[src/sv/lc3_pkg.sv]
// ----------------------------------------------------------------------------
// lc3_pkg
// Shared types, codes and helpers for the LC-3 style instruction core.
// ----------------------------------------------------------------------------
package lc3_pkg;

  // word memory holds 2**ADDR_BITS words (valid range 14..16)
  localparam int ADDR_BITS = 16;

  typedef logic [ADDR_BITS-1:0] mem_addr_t;
  typedef logic [15:0]          word_t;
  typedef logic [2:0]           reg_idx_t;
  typedef logic [2:0]           flags_t;

  // commands
  localparam logic [1:0] CMD_WRITE = 2'd0;
  localparam logic [1:0] CMD_START = 2'd1;
  localparam logic [1:0] CMD_EXEC  = 2'd2;
  localparam logic [1:0] CMD_READ  = 2'd3;

  // result status
  localparam logic [1:0] ST_DONE    = 2'd0;
  localparam logic [1:0] ST_ILLEGAL = 2'd1;
  localparam logic [1:0] ST_REFUSED = 2'd2;

  // opcodes
  localparam logic [3:0] OP_BR  = 4'd0;
  localparam logic [3:0] OP_ADD = 4'd1;
  localparam logic [3:0] OP_LD  = 4'd2;
  localparam logic [3:0] OP_JSR = 4'd4;
  localparam logic [3:0] OP_AND = 4'd5;
  localparam logic [3:0] OP_LDR = 4'd6;
  localparam logic [3:0] OP_NOT = 4'd9;
  localparam logic [3:0] OP_LDI = 4'd10;
  localparam logic [3:0] OP_JMP = 4'd12;
  localparam logic [3:0] OP_LEA = 4'd14;

  localparam flags_t   FLAG_P   = 3'b001;
  localparam flags_t   FLAG_Z   = 3'b010;
  localparam flags_t   FLAG_N   = 3'b100;
  localparam reg_idx_t REG_LINK = 3'd7;

  localparam word_t START_RESET = 16'h3000;

  typedef struct packed {
    logic [1:0] command;
    word_t      address;
    word_t      write_data;
    reg_idx_t   reg_select;
  } in_beat_t;

  typedef struct packed {
    logic [1:0] status;
    word_t      pc_after;
    word_t      fetched_word;
    word_t      result_value;
    flags_t     flags;
  } out_beat_t;

  function automatic flags_t flags_of(input word_t v);
    flags_t f;
    if (v == '0) f = FLAG_Z;
    else if (v[15]) f = FLAG_N;
    else f = FLAG_P;
    return f;
  endfunction

endpackage

[src/sv/lc3_regfile.sv]
// ----------------------------------------------------------------------------
// lc3_regfile
// Eight 16-bit general registers: one read port with registered data, one
// write port. Per-entry valid bits make unwritten registers read as zero.
// ----------------------------------------------------------------------------
module lc3_regfile import lc3_pkg::*; (
  input  logic     clk,
  input  logic     rst,
  input  reg_idx_t rd_addr,
  output word_t    rd_data,
  input  logic     we,
  input  reg_idx_t wr_addr,
  input  word_t    wr_data
);

  word_t      mem [8];
  logic [7:0] valid;
  word_t      rd_q;
  logic       rd_vld;

  always_ff @(posedge clk) begin
    if (we) begin
      mem[wr_addr] <= wr_data;
    end
    rd_q <= mem[rd_addr];
  end

  always_ff @(posedge clk) begin
    if (rst) begin
      valid  <= '0;
      rd_vld <= 1'b0;
    end else begin
      rd_vld <= valid[rd_addr];
      if (we) begin
        valid[wr_addr] <= 1'b1;
      end
    end
  end

  assign rd_data = rd_vld ? rd_q : '0;

endmodule

[config.mk]
export PLATFORM = sky130hd
export DESIGN_NAME = lc3_regfile
export DESIGN_NICKNAME = d
export VERILOG_FILES = /design/src/sv/lc3_pkg.sv /design/src/sv/lc3_regfile.sv
export SDC_FILE = /design/constraint.sdc
export NUM_CORES = 1
export LEC_CHECK = 0
export BUFFER_PORTS_ARGS = -buffer_cell sky130_fd_sc_hd__buf_2
export CORE_MARGIN = 2
export CORE_UTILIZATION = 55
export CTS_BUF_LIST = sky130_fd_sc_hd__clkbuf_4 sky130_fd_sc_hd__clkbuf_8
export DETAILED_ROUTE_END_ITERATION = 6
export PLACE_DENSITY = 0.84
export SLEW_MARGIN = 0
export SYNTH_ARGS = -nofsm -noshare
export SYNTH_HDL_FRONTEND = slang
export SYNTH_SLANG_ARGS = --single-unit
[constraint.sdc]
create_clock -name clk -period 4.6 [get_ports clk]
set_input_delay 0.92 -clock clk [delete_from_list [all_inputs] [get_ports clk]]
set_output_delay 0.92 -clock clk [all_outputs]
set_load 0.03 [all_outputs]
# Word-level counts from Yosys, hierarchy flattened
# Memories as Yosys holds them, arrays and structs flattened. A register that Yosys moved wholly into a read port is not among the register bits.
# Index checks and enable logic that the tools add are counted.
totals:
  ff_bits: 9
  ram_bits: 128
  in_bits: 25
  out_inout_bits: 16
  elab_cells: 15
  n_memories: 1
classes:
  n_lt_le_gt_ge: 3
  mux: 7
  n_bitwise: 1
  reduce_logical: 1
memory_table:
  columns: ["memory", "depth", "word_bits", "rd", "rd_ports_with_merged_regs", "write_ports", "line", "source"]
  rows:
  - ["mem", 8, 16, 1, 1, 1, "lc3_regfile.sv:16", "word_t mem [8];"]
op_table:
  columns: ["operator", "n"]
  rows:
  - ["16-bit 2-to-1 mux", 1]
  - ["3-bit by 4-bit < comparator with 1-bit output, second input constant", 2]
  - ["8-bit OR", 1]
  - ["1-bit 2-to-1 mux", 4]
  - ["1-bit binary-select mux with 3-bit select", 1]
  - ["1-bit demux with 3-bit select", 1]
  - ["3-bit by 1-bit >= comparator with 1-bit output, second input constant", 1]
  - ["1-bit logical AND", 1]

# Logic depth before layout (Yosys ltp)
# Gate-level depths: netlist of the first run.
logic_depth:
  word_depth: 5
  depth_mapped: 5
  mapped_depth_nobuf: 3

# Worst setup path after synthesis of the first run
# Ideal clock, no wire load.
synth_timing:
  path_kind: "input to register"
  startpoint: "input wr_addr[2]"
  endpoint: "memory mem[0][0] (netlist bit), enable pin"
  setup_time_ns: 0.440
  t_arrival_ns: 2.783
  t_required_ns: 4.160
  setup_slack_ns: 1.376
  stages: 1
  path_buffers: 0
  cell_sequence: "nor4b_1"
synth_lines:
  columns: ["element", "line", "source"]
  rows:
  - ["from (decl)", "lc3_regfile.sv:12", "input reg_idx_t wr_addr,"]
  - ["to (decl)", "lc3_regfile.sv:16", null]
# No word-level cell before the write port.

# Worst setup path after layout of the first run
layout_timing:
  startpoint: "register rd_vld"
  endpoint: "output rd_data[1]"
layout_via:
  elab_chain_len: 1
layout_lines:
  columns: ["element", "line", "source"]
  rows:
  - ["from (decl)", "lc3_regfile.sv:19", "logic rd_vld;"]
  - ["from (signal assigned)", "lc3_regfile.sv:33", "rd_vld <= valid[rd_addr];"]
  - ["16-bit 2-to-1 mux", "lc3_regfile.sv:40", "assign rd_data = rd_vld ? rd_q : '0;"]
  - ["to (decl)", "lc3_regfile.sv:10", "output word_t rd_data,"]
# No other way between the ends.

==> impl_metrics.xml, run 1 <==
<?xml version="1.0" encoding="UTF-8"?>
<metrics>
  <group name="synthesis">
    <metric name="synthesis.instances" unit="">260</metric>
    <metric name="postSynthNetCount" unit="">285</metric>
    <metric name="synth_seq_area_share" unit="">0.755</metric>
    <metric name="post_synth_and_or_nand_nor_area_fraction" unit="">0.0378</metric>
    <metric name="synth.ff_latch_count" unit="">153</metric>
    <metric name="synth_top_family_by_area" unit="">multiplexers</metric>
    <metric name="synth.distinct_cells" unit="">24</metric>
    <metric name="mappedNetlistArea" unit="µm²">5760</metric>
    <metric name="syn_avg_cell_area" unit="µm²">22.1</metric>
    <metric name="synth-adder-area-share" unit="">0</metric>
    <metric name="synth_warnings" unit="">0</metric>
    <metric name="synth-xor-area-share" unit="">0</metric>
    <metric name="synth_mux_area_frac" unit="">0.183</metric>
    <metric name="synth_compound_gate_area_share" unit="">0.00804</metric>
  </group>
  <group name="critical_path">
    <metric name="crit_fanout" unit="">16</metric>
    <metric name="critical_path.startpoint_type" unit="">flip-flop</metric>
    <metric name="endpoint_kind" unit="">output port</metric>
    <metric name="max_stage_delay_cell_worst_path" unit="">dfxtp_1</metric>
    <metric name="arrival" unit="ps">1580</metric>
    <metric name="cp_cell_sequence" unit="">and2_1 &gt; buf_2</metric>
    <metric name="crit_required" unit="ps">3680</metric>
    <metric name="worst-r2r-setup-slack" unit="ps">3260</metric>
    <metric name="timing.setup.critical_path_class" unit="">flip-flop to output port</metric>
    <metric name="cpPeakStageDelay" unit="ps">700</metric>
  </group>
  <group name="min_path">
    <metric name="hold_class" unit="">flip-flop to flip-flop</metric>
  </group>
  <group name="power_and_ir_drop">
    <metric name="power.static_leakage" unit="µW">0.00234</metric>
    <metric name="ir_drop" unit="mV">0.162</metric>
    <metric name="power_density" unit="nW/µm²">424</metric>
  </group>
  <group name="timing">
    <metric name="setup_viol" unit="">0</metric>
    <metric name="achievable-frequency" unit="MHz">400</metric>
    <metric name="final-max-slew-violation-count" unit="">0</metric>
    <metric name="clock-skew-final" unit="ps">9.97</metric>
    <metric name="timing_hold_violations_final" unit="">0</metric>
    <metric name="grt_setup_unrepaired" unit="">no</metric>
    <metric name="max-slew-margin-rel" unit="">0.295</metric>
    <metric name="worst_slack" unit="ps">2100</metric>
    <metric name="setup_tns" unit="ps">0</metric>
    <metric name="max_slew.worst_pin.slew" unit="ps">1060</metric>
    <metric name="period_needed" unit="ps">2500</metric>
    <metric name="fin_crit_sh" unit="">0.543</metric>
  </group>
  <group name="global_routing">
    <metric name="first_global_vias" unit="">2740</metric>
    <metric name="grt_pass1_wl" unit="µm">15000</metric>
    <metric name="global_route.overflow_total" unit="">0</metric>
    <metric name="gr-usage-all-layers" unit="">0.191</metric>
    <metric name="grt_start_max_net_pins" unit="">36</metric>
    <metric name="grt_antenna_before_repair" unit="">1</metric>
  </group>
  <group name="placed_design">
    <metric name="place_ws" unit="ps">1820</metric>
    <metric name="placed_area" unit="µm²">6130</metric>
    <metric name="place_hpwl" unit="µm">5290</metric>
    <metric name="place_inst" unit="">430</metric>
    <metric name="routabilityCongestion" unit="">0.684</metric>
    <metric name="io_buffers" unit="">40</metric>
  </group>
  <group name="floorplan">
    <metric name="number_of_top_level_design_ports" unit="">41</metric>
    <metric name="initial_utilization" unit="">0.563</metric>
    <metric name="dieArea" unit="µm²">11300</metric>
    <metric name="floorplan.die.width" unit="µm">106</metric>
    <metric name="core" unit="µm²">10200</metric>
    <metric name="die-height" unit="µm">106</metric>
    <metric name="std_cell_rows" unit="">37</metric>
  </group>
  <group name="routing">
    <metric name="via_count" unit="">2639</metric>
    <metric name="viasPerCell" unit="">5.71</metric>
    <metric name="first_iter_violations" unit="">155</metric>
    <metric name="drt_first_pass_iters" unit="">5</metric>
    <metric name="ant_nets" unit="">0</metric>
    <metric name="post-route-drc-count" unit="">0</metric>
    <metric name="wirelength" unit="µm">9860</metric>
    <metric name="avgRoutedWirePerCell" unit="µm">21.3</metric>
  </group>
  <group name="final_layout">
    <metric name="fillerInstances" unit="">659</metric>
    <metric name="fin_nets" unit="">338</metric>
    <metric name="insertedDiodeCount" unit="">0</metric>
    <metric name="final_area" unit="µm²">6560</metric>
    <metric name="finish.cell_count_without_fillers" unit="">462</metric>
    <metric name="drive_above_1_share" unit="">0.322</metric>
    <metric name="area_added_between_synthesis_and_finish" unit="%">14.0</metric>
  </group>
  <group name="cts">
    <metric name="cts_hold_repair.buffers" unit="">0</metric>
    <metric name="cts-htree-levels" unit="">4</metric>
    <metric name="cts_resized" unit="">0</metric>
    <metric name="cts_setup_buffers" unit="">0</metric>
    <metric name="clock_tree.buffer_depth" unit="">2</metric>
    <metric name="worstSkewPairLatency" unit="ps">440</metric>
    <metric name="cts-buffers-inserted" unit="">17</metric>
    <metric name="cts_tree" unit="">yes</metric>
    <metric name="clk_root_buffer_cell" unit="">clkbuf_8</metric>
    <metric name="clkSlewWorstSetupHoldPaths" unit="ps">80</metric>
    <metric name="clkSinkCount" unit="">153</metric>
  </group>
  <group name="flow_run">
    <metric name="timing.max_cap.violations" unit="">0</metric>
  </group>
  <group name="run_status">
    <metric name="result_of_the_run" unit="">completed</metric>
  </group>
</metrics>
==> critical path, delay by kind of cell, from the launching register on <==
family,cells,cell delay (ps)
buffers and inverters,1,200
DFF,1,700
and+or+nand+nor,1,240
==> cells by family (layout without fill, tap and decap cells) <==
| kind of cell | Yosys count | count (layout) |
|---|---|---|
| AO/OA/AOI/OAI | 5 | 5 |
| AND/OR/NAND/NOR | 38 | 38 |
| buffers and inverters | 13 | 79 |
| flip-flops | 153 | 153 |
| multiplexers | 51 | 51 |
==> metrics by stage <==
stage / util / power, µW / hold WS [ps]
after detailed placement: 0.599 / 1760 / 484
after global routing: 0.641 / 2870 / 520
after CTS: 0.641 / 2790 / 499
after global placement: 0.599 / 1740 / 443
after floorplan: - / 1700 / 432
final: 0.641 / 2780 / 497
==> cell usage in the layout, fill, tap and decap left out, types with 3 or more instances in the layout <==
| cell type | count |
|---|---|
| buf_4 | 6 |
| nor2_1 | 13 |
| edfxtp_1 | 128 |
| mux4_2 | 4 |
| mux4_1 | 29 |
| clkbuf_8 | 21 |
| clkinvlp_4 | 3 |
| and2_1 | 16 |
| dfxtp_1 | 25 |
| o21ba_2 | 3 |
| buf_2 | 40 |
| mux2_2 | 16 |
| bufinv_16 | 3 |
==> registers in the layout, indices dropped and copies added (netlist names) <==
name / flops
rd_vld: 1
rd_q: 16
mem: 128
valid: 8
==> cell usage after synthesis <==
cell type	instances	area (µm²)
nor4bb_1	2	20.0
a311oi_1	1	8.76
buf_6	2	22.5
mux4_2	4	90.1
nor3b_1	1	7.51
buf_8	1	15.0
nor3_1	1	5.00
buf_1	1	3.75
and2_1	16	100
a21o_1	1	7.51
buf_12	1	20.0
mux2_2	16	180
inv_1	1	3.75
edfxtp_1	128	3840
mux4_1	29	762
buf_2	3	15.0
clkbuf_1	4	15.0
o21ba_2	3	30.0
nand2_1	2	7.51
mux2i_1	2	20.0
and4b_1	2	20.0
nor2_1	13	48.8
nor4b_1	1	8.76
dfxtp_1	25	500
==> cell type report <==
cell class / count / area (µm²) / share of cell area
clock inverters: 11 / 144 / 0.0219
multi-input cells: 94 / 1360 / 0.208
clock buffers: 21 / 289 / 0.0441
well taps: 136 / 170 / 0.0259
inverters: 1 / 3.75 / 0.000572
repair buffers: 46 / 245 / 0.0374
flip-flops and latches: 153 / 4340 / 0.662
==> routing by layer <==
| metal | share of wire | GRT usage |
|---|---|---|
| met5 | 0.0013 | 0 |
| met3 | 0.059 | 0.0625 |
| met1 | 0.41 | 0.233 |
| met2 | 0.52 | 0.318 |
| met4 | 0.013 | 0.0752 |
==> report_power, final <==
group          internal (µW)  switching [µW]  total (µW)  leakage [µW]
logic                   69.1            82.5         152      0.000754
registers               1560            15.5        1570       0.00137
clock network            592             462        1050      0.000211
==> worst paths after layout <==
check             startpoint         end  cells after the start
setup / recovery      rd_vld  rd_data[1]                      2
hold / removal      valid[0]    valid[0]                      2
setup reg to reg  mem[0][13]    rd_q[13]                      2
hold reg to reg     valid[0]    valid[0]                      2
Note: power is estimated with default switching activity, not from simulation.
==> inputs of run 2 (changes only) <==
--- a/config.mk
+++ b/config.mk
@@ -5,6 +5,7 @@
 export SDC_FILE = /design/constraint.sdc
 export NUM_CORES = 1
 export LEC_CHECK = 0
+export ABC_AREA = 1
 export BUFFER_PORTS_ARGS = -buffer_cell sky130_fd_sc_hd__buf_2
 export CORE_MARGIN = 2
 export CORE_UTILIZATION = 55
==> constraint.sdc (replaced) <==
create_clock -name clk -period 2.38 [get_ports clk]
set_input_delay 0.476 -clock clk [delete_from_list [all_inputs] [get_ports clk]]
set_output_delay 0.476 -clock clk [all_outputs]
set_load 0.03 [all_outputs]
==> run 2 against run 1 <==
Worst hold slack worse by 190 ps; clock power up 83%; total power increased by 92%; area after synthesis grew 4.2%; count of clock-buffer cells in the layout unchanged; via count up 48%; global-route usage increased by 3.0 points; sequential share of layout area decreased by 1.4 points; combinational power increased by 150%; critical path depth increased by 2; clock skew fell by 2.1 ps; critical path type unchanged; largest power group unchanged.
==> impl_metrics.xml, run 2 <==
<?xml version="1.0" encoding="UTF-8"?>
<metrics>
  <group name="routing">
    <metric name="viasPerCell" unit="">5.23</metric>
    <metric name="ant_nets" unit="">0</metric>
    <metric name="post-route-drc-count" unit="">0</metric>
    <metric name="via_count" unit="">3904</metric>
    <metric name="wirelength" unit="µm">11800</metric>
    <metric name="first_iter_violations" unit="">309</metric>
    <metric name="drt_first_pass_iters" unit="">5</metric>
    <metric name="avgRoutedWirePerCell" unit="µm">15.8</metric>
  </group>
  <group name="power_and_ir_drop">
    <metric name="power_density" unit="nW/µm²">797</metric>
    <metric name="ir_drop" unit="mV">0.464</metric>
    <metric name="power.static_leakage" unit="µW">0.00278</metric>
  </group>
  <group name="timing">
    <metric name="fin_crit_sh" unit="">0.848</metric>
    <metric name="setup_tns" unit="ps">0</metric>
    <metric name="clock-skew-final" unit="ps">7.84</metric>
    <metric name="final-max-slew-violation-count" unit="">0</metric>
    <metric name="max-slew-margin-rel" unit="">0.513</metric>
    <metric name="period_needed" unit="ps">2020</metric>
    <metric name="setup_viol" unit="">0</metric>
    <metric name="timing_hold_violations_final" unit="">0</metric>
    <metric name="achievable-frequency" unit="MHz">495</metric>
    <metric name="max_slew.worst_pin.slew" unit="ps">729</metric>
    <metric name="grt_setup_unrepaired" unit="">no</metric>
  </group>
  <group name="final_layout">
    <metric name="finish.cell_count_without_fillers" unit="">746</metric>
    <metric name="area_added_between_synthesis_and_finish" unit="%">11.7</metric>
    <metric name="fillerInstances" unit="">834</metric>
    <metric name="drive_above_1_share" unit="">0.139</metric>
    <metric name="layout.cells.most_common" unit="">nor2_1</metric>
    <metric name="layout.cells.most_common_list" unit="">nor2_1 (136), edfxtp_1 (128), nand2_1 (116)</metric>
    <metric name="max_ffs_per_register" unit="">128</metric>
    <metric name="fin_nets" unit="">618</metric>
    <metric name="biggest_regs" unit="">mem (128), rd_q (16), valid (8)</metric>
    <metric name="max_flop_register" unit="">mem</metric>
    <metric name="insertedDiodeCount" unit="">0</metric>
  </group>
  <group name="global_routing">
    <metric name="grt_start_max_net_pins" unit="">69</metric>
    <metric name="grt_pass1_wl" unit="µm">19100</metric>
    <metric name="grt_antenna_before_repair" unit="">0</metric>
    <metric name="first_global_vias" unit="">3899</metric>
    <metric name="gr-usage-all-layers" unit="">0.221</metric>
    <metric name="global_route.overflow_total" unit="">0</metric>
  </group>
  <group name="synthesis">
    <metric name="synthArstFlopShare" unit="">0</metric>
    <metric name="synthesis.instances" unit="">549</metric>
    <metric name="synth_warnings" unit="">0</metric>
    <metric name="syn_avg_cell_area" unit="µm²">10.9</metric>
    <metric name="synth_seq_area_share" unit="">0.724</metric>
    <metric name="yosysTopAreaCellShare" unit="">0.641</metric>
    <metric name="synth_flop_cell" unit="">edfxtp_1</metric>
    <metric name="netlist.top_cell.by_area" unit="">edfxtp_1</metric>
    <metric name="synth.ff_latch_count" unit="">153</metric>
    <metric name="synth_edf_count" unit="">128</metric>
    <metric name="postSynthNetCount" unit="">574</metric>
    <metric name="synth.distinct_cells" unit="">15</metric>
    <metric name="mappedNetlistArea" unit="µm²">6000</metric>
    <metric name="netlist_top_cells_area" unit="">edfxtp_1 (64%), nor2_1 (8.5%), dfxtp_1 (8.3%)</metric>
    <metric name="synth.top_cells.by_count" unit="">nor2_1 (136), edfxtp_1 (128), nand2_1 (116)</metric>
    <metric name="post-synth-top-count-cell" unit="">nor2_1</metric>
  </group>
  <group name="floorplan">
    <metric name="std_cell_rows" unit="">38</metric>
    <metric name="dieArea" unit="µm²">11800</metric>
    <metric name="number_of_top_level_design_ports" unit="">41</metric>
    <metric name="core" unit="µm²">10700</metric>
    <metric name="initial_utilization" unit="">0.558</metric>
    <metric name="die-height" unit="µm">108</metric>
    <metric name="floorplan.die.width" unit="µm">108</metric>
  </group>
  <group name="cts">
    <metric name="worstSkewPairLatency" unit="ps">440</metric>
    <metric name="clkSinkCount" unit="">153</metric>
    <metric name="cts_hold_repair.buffers" unit="">0</metric>
    <metric name="cts-htree-levels" unit="">4</metric>
    <metric name="clock_tree.buffer_depth" unit="">2</metric>
    <metric name="cts-buffers-inserted" unit="">17</metric>
    <metric name="cts_resized" unit="">0</metric>
    <metric name="cts_tree" unit="">yes</metric>
    <metric name="cts_setup_buffers" unit="">0</metric>
    <metric name="clk_root_buffer_cell" unit="">clkbuf_8</metric>
    <metric name="clkSlewWorstSetupHoldPaths" unit="ps">70</metric>
  </group>
  <group name="critical_path">
    <metric name="timing.setup.critical_path_class" unit="">flip-flop to output port</metric>
    <metric name="cp_cell_sequence" unit="">buf_4 &gt; nand2_1 &gt; inv_1 &gt; buf_2</metric>
    <metric name="cpPeakStageDelay" unit="ps">530</metric>
    <metric name="endpoint_kind" unit="">output port</metric>
    <metric name="worst-r2r-setup-slack" unit="ps">1390</metric>
    <metric name="crit_required" unit="ps">1900</metric>
    <metric name="crit_fanout" unit="">10</metric>
    <metric name="critical_path.startpoint_type" unit="">flip-flop</metric>
    <metric name="max_stage_delay_cell_worst_path" unit="">dfxtp_1</metric>
    <metric name="arrival" unit="ps">1540</metric>
  </group>
  <group name="placed_design">
    <metric name="io_buffers" unit="">40</metric>
    <metric name="routabilityCongestion" unit="">0.779</metric>
    <metric name="place_hpwl" unit="µm">7090</metric>
    <metric name="place_inst" unit="">714</metric>
  </group>
  <group name="flow_run">
    <metric name="timing.max_cap.violations" unit="">0</metric>
  </group>
  <group name="min_path">
    <metric name="hold_class" unit="">input port to flip-flop</metric>
  </group>
  <group name="run_status">
    <metric name="result_of_the_run" unit="">completed</metric>
  </group>
</metrics>
run 2: changes by cell type in the layout (fill, tap and decap cells not counted), moves of 5 or more:
cell / previous run / this run
buf_4: 6 / 12
mux2_2: 16 / 0
o21ai_0: 0 / 32
inv_1: 1 / 38
a21oi_1: 0 / 7
mux4_1: 29 / 0
o21ai_1: 0 / 32
and2_1: 16 / 0
nand3_1: 0 / 5
nor2_1: 13 / 136
nand2_1: 2 / 116
run 2: path summary, 6_finish.rpt:
path / from / to / cells past startpoint
min: wr_data[10] / mem[5][10] / 1
max: rd_vld / rd_data[9] / 4
max reg2reg: mem[2][4] / rd_q[4] / 6
min reg2reg: valid[6] / valid[6] / 2
run 2: layout make-up:
class | count | area [µm²] | area share
flip-flops and latches | 153 | 4340 | 0.648
multi-input cells | 328 | 1330 | 0.198
repair buffers | 53 | 310 | 0.0463
clock buffers | 21 | 264 | 0.0394
well taps | 140 | 175 | 0.0261
inverters | 40 | 150 | 0.0224
clock inverters | 11 | 129 | 0.0192
run 2: critical path, delay by kind of cell (launching register included):
family | cells | cell delay, ps
buf+inv | 3 | 490
flops | 1 | 530
simple gates | 1 | 70
run 2: cell families after synthesis:
family                 share of synthesized area
flip-flops                                 0.724
AND/OR/NAND/NOR                            0.162
AO/OA/AOI/OAI                             0.0592
buffers and inverters                     0.0547
run 2: metrics by stage:
step                area [µm²]  setup slack, ps   util  total power (µW)  hold WS, ps
detailed placement        6310              603  0.587              3470          450
global route              6700              246  0.623              5530          306
global placement          6310              624  0.587              3450          445
CTS                       6700              304  0.623              5360          292
floorplan                 6000              716      -              3340          435
finish                    6700              361  0.623              5340          311
run 2: where the power goes:
| group | internal, µW | switching, µW | leakage, µW | total [µW] |
|---|---|---|---|---|
| registers | 3010 | 29.2 | 0.00137 | 3040 |
| clock network | 1060 | 860 | 0.000204 | 1920 |
| logic | 111 | 265 | 0.00120 | 376 |
| total | 4180 | 1150 | 0.00278 | 5340 |
run 2: layer usage:
metal | vias to the layer above | GRT usage | part of all wire
li1 | 1888 | - | -
met1 | 1877 | 0.268 | 0.41
met2 | 122 | 0.373 | 0.51
met3 | 17 | 0.0597 | 0.063
met4 | 0 | 0.0971 | 0.016
met5 | - | 0 | 0
==> inputs of run 3 (changes only) <==
--- a/config.mk
+++ b/config.mk
@@ -11,7 +11,7 @@
 export CORE_UTILIZATION = 55
 export CTS_BUF_LIST = sky130_fd_sc_hd__clkbuf_4 sky130_fd_sc_hd__clkbuf_8
 export DETAILED_ROUTE_END_ITERATION = 6
-export PLACE_DENSITY = 0.84
+export PLACE_DENSITY = 0.86
 export SLEW_MARGIN = 0
 export SYNTH_ARGS = -nofsm -noshare
 export SYNTH_HDL_FRONTEND = slang
==> constraint.sdc (replaced) <==
create_clock -name clk -period 1.75 [get_ports clk]
set_input_delay 0.35 -clock clk [delete_from_list [all_inputs] [get_ports clk]]
set_output_delay 0.35 -clock clk [all_outputs]
set_load 0.03 [all_outputs]
==> run 3 against run 2 <==
Count of clock-buffer cells in the layout shrank 1; combinational power grew 41%; total power grew 35%; cell count grew 1.1%; sequential power grew 36%; die area is the same; critical path type unchanged; largest cell class unchanged.
==> impl_metrics.xml, run 3 (same netlist as run 2, synthesis figures left out) <==
<?xml version="1.0" encoding="UTF-8"?>
<metrics>
  <group name="run_status">
    <metric name="result_of_the_run" unit="">completed</metric>
  </group>
  <group name="final_layout">
    <metric name="area_added_between_synthesis_and_finish" unit="%">12.8</metric>
    <metric name="fin_nets" unit="">626</metric>
    <metric name="drive_above_1_share" unit="">0.153</metric>
    <metric name="layout.cells.most_common" unit="">nor2_1</metric>
    <metric name="layout.cells.most_common_list" unit="">nor2_1 (136), edfxtp_1 (128), nand2_1 (116)</metric>
    <metric name="biggest_regs" unit="">mem (128), rd_q (16), valid (8)</metric>
    <metric name="fin_util" unit="">0.630</metric>
    <metric name="insertedDiodeCount" unit="">0</metric>
    <metric name="max_ffs_per_register" unit="">128</metric>
    <metric name="max_flop_register" unit="">mem</metric>
  </group>
  <group name="routing">
    <metric name="ant_nets" unit="">0</metric>
    <metric name="viasPerCell" unit="">5.21</metric>
    <metric name="post-route-drc-count" unit="">0</metric>
    <metric name="met2_length" unit="µm">6180</metric>
    <metric name="via_count" unit="">3927</metric>
    <metric name="met1_length" unit="µm">4550</metric>
    <metric name="avgRoutedWirePerCell" unit="µm">15.6</metric>
    <metric name="wirelength" unit="µm">11800</metric>
    <metric name="routed.top_layer" unit="">met4</metric>
    <metric name="first_iter_violations" unit="">276</metric>
    <metric name="met3RoutedLength" unit="µm">817</metric>
    <metric name="drt_first_pass_iters" unit="">5</metric>
  </group>
  <group name="power_and_ir_drop">
    <metric name="power.static_leakage" unit="µW">0.00281</metric>
    <metric name="power_density" unit="nW/µm²">1070</metric>
    <metric name="ir_drop" unit="mV">0.524</metric>
  </group>
  <group name="cts">
    <metric name="worstSkewPairLatency" unit="ps">430</metric>
    <metric name="cts_hold_repair.buffers" unit="">0</metric>
    <metric name="cts_resized" unit="">0</metric>
    <metric name="clk_root_buffer_cell" unit="">clkbuf_8</metric>
    <metric name="cts-buffers-inserted" unit="">17</metric>
    <metric name="clkSinkCount" unit="">153</metric>
    <metric name="cts_tree" unit="">yes</metric>
    <metric name="cts-htree-levels" unit="">4</metric>
    <metric name="clock_tree.buffer_depth" unit="">2</metric>
    <metric name="clkSlewWorstSetupHoldPaths" unit="ps">80</metric>
    <metric name="cts_setup_buffers" unit="">0</metric>
  </group>
  <group name="placed_design">
    <metric name="place_hpwl" unit="µm">7150</metric>
    <metric name="routabilityCongestion" unit="">0.811</metric>
    <metric name="io_buffers" unit="">40</metric>
  </group>
  <group name="floorplan">
    <metric name="die-height" unit="µm">108</metric>
    <metric name="initial_utilization" unit="">0.558</metric>
    <metric name="number_of_top_level_design_ports" unit="">41</metric>
    <metric name="dieArea" unit="µm²">11800</metric>
    <metric name="core" unit="µm²">10700</metric>
    <metric name="floorplan.die.width" unit="µm">108</metric>
    <metric name="std_cell_rows" unit="">38</metric>
  </group>
  <group name="timing">
    <metric name="setup_tns" unit="ps">0</metric>
    <metric name="fin_crit_sh" unit="">0.932</metric>
    <metric name="final-max-slew-violation-count" unit="">0</metric>
    <metric name="timing_hold_violations_final" unit="">0</metric>
    <metric name="achievable-frequency" unit="MHz">613</metric>
    <metric name="clock-skew-final" unit="ps">6.59</metric>
    <metric name="max_slew.worst_pin.slew" unit="ps">345</metric>
    <metric name="max-slew-margin-rel" unit="">0.770</metric>
    <metric name="grt_setup_unrepaired" unit="">no</metric>
    <metric name="setup_viol" unit="">0</metric>
    <metric name="period_needed" unit="ps">1630</metric>
  </group>
  <group name="critical_path">
    <metric name="cpPeakStageDelay" unit="ps">350</metric>
    <metric name="timing.setup.critical_path_class" unit="">flip-flop to output port</metric>
    <metric name="crit_fanout" unit="">9</metric>
    <metric name="critical_path.startpoint_type" unit="">flip-flop</metric>
    <metric name="max_stage_delay_cell_worst_path" unit="">dfxtp_1</metric>
    <metric name="arrival" unit="ps">1280</metric>
    <metric name="endpoint_kind" unit="">output port</metric>
    <metric name="crit_required" unit="ps">1400</metric>
    <metric name="cp_cell_sequence" unit="">buf_4 &gt; nand2_1 &gt; inv_1 &gt; buf_2</metric>
  </group>
  <group name="global_routing">
    <metric name="global_route.overflow_total" unit="">0</metric>
    <metric name="gr-usage-all-layers" unit="">0.222</metric>
    <metric name="first_global_vias" unit="">4008</metric>
    <metric name="grt_antenna_before_repair" unit="">0</metric>
    <metric name="grt_pass1_wl" unit="µm">19000</metric>
    <metric name="grt_start_max_net_pins" unit="">51</metric>
  </group>
  <group name="flow_run">
    <metric name="timing.max_cap.violations" unit="">0</metric>
  </group>
  <group name="min_path">
    <metric name="hold_class" unit="">input port to flip-flop</metric>
  </group>
</metrics>
==> run 3: worst max-delay path: cells and delay by family, from the launching register on <==
family	cells	cell delay, ps
flip-flops	1	350
AND/OR/NAND/NOR	1	70
buffers and inverters	3	420
==> run 3: final cells by class <==
| class | count | area (µm²) |
|---|---|---|
| sequential | 153 | 4340 |
| fill | 858 | 3980 |
| multi-input combinational | 328 | 1330 |
| timing repair buffer | 61 | 383 |
| clock buffer | 20 | 263 |
| tap | 140 | 175 |
| inverter | 40 | 150 |
| clock inverter | 12 | 124 |
==> run 3: metal layers <==
layer | GRT usage | vias to the layer above
met5 | 0 | -
met1 | 0.263 | 1853
met2 | 0.373 | 147
li1 | - | 1902
met3 | 0.0567 | 25
met4 | 0.115 | 0
==> run 3: report_power, final <==
| group | switching (µW) | internal, µW | total (µW) |
|---|---|---|---|
| clock | 1240 | 1330 | 2570 |
| sequential | 36.7 | 4090 | 4130 |
| combinational | 365 | 165 | 530 |
==> run 3: final timing paths <==
check	cells past startpoint	endpoint	from	slack, ps
worst max-delay path	4	rd_data[9]	rd_vld	120
worst min-delay path	2	valid[2]	rst	180
worst max register to register	6	rd_q[10]	mem[2][10]	790
worst min register to register	2	valid[2]	valid[2]	460
==> run 3: metrics by stage <==
stage / setup slack (ps) / total power [µW] / area, µm² / cells / hold WS, ps
after global placement: 332 / 4710 / 6380 / 722 / 451
after CTS: 88.2 / 7270 / 6770 / 754 / 156
final: 118 / 7230 / 6770 / 754 / 185
after detailed placement: 303 / 4740 / 6380 / 722 / 449
after global routing: 15.0 / 7500 / 6770 / 754 / 165
after floorplan: 212 / 4550 / 6000 / 549 / 435
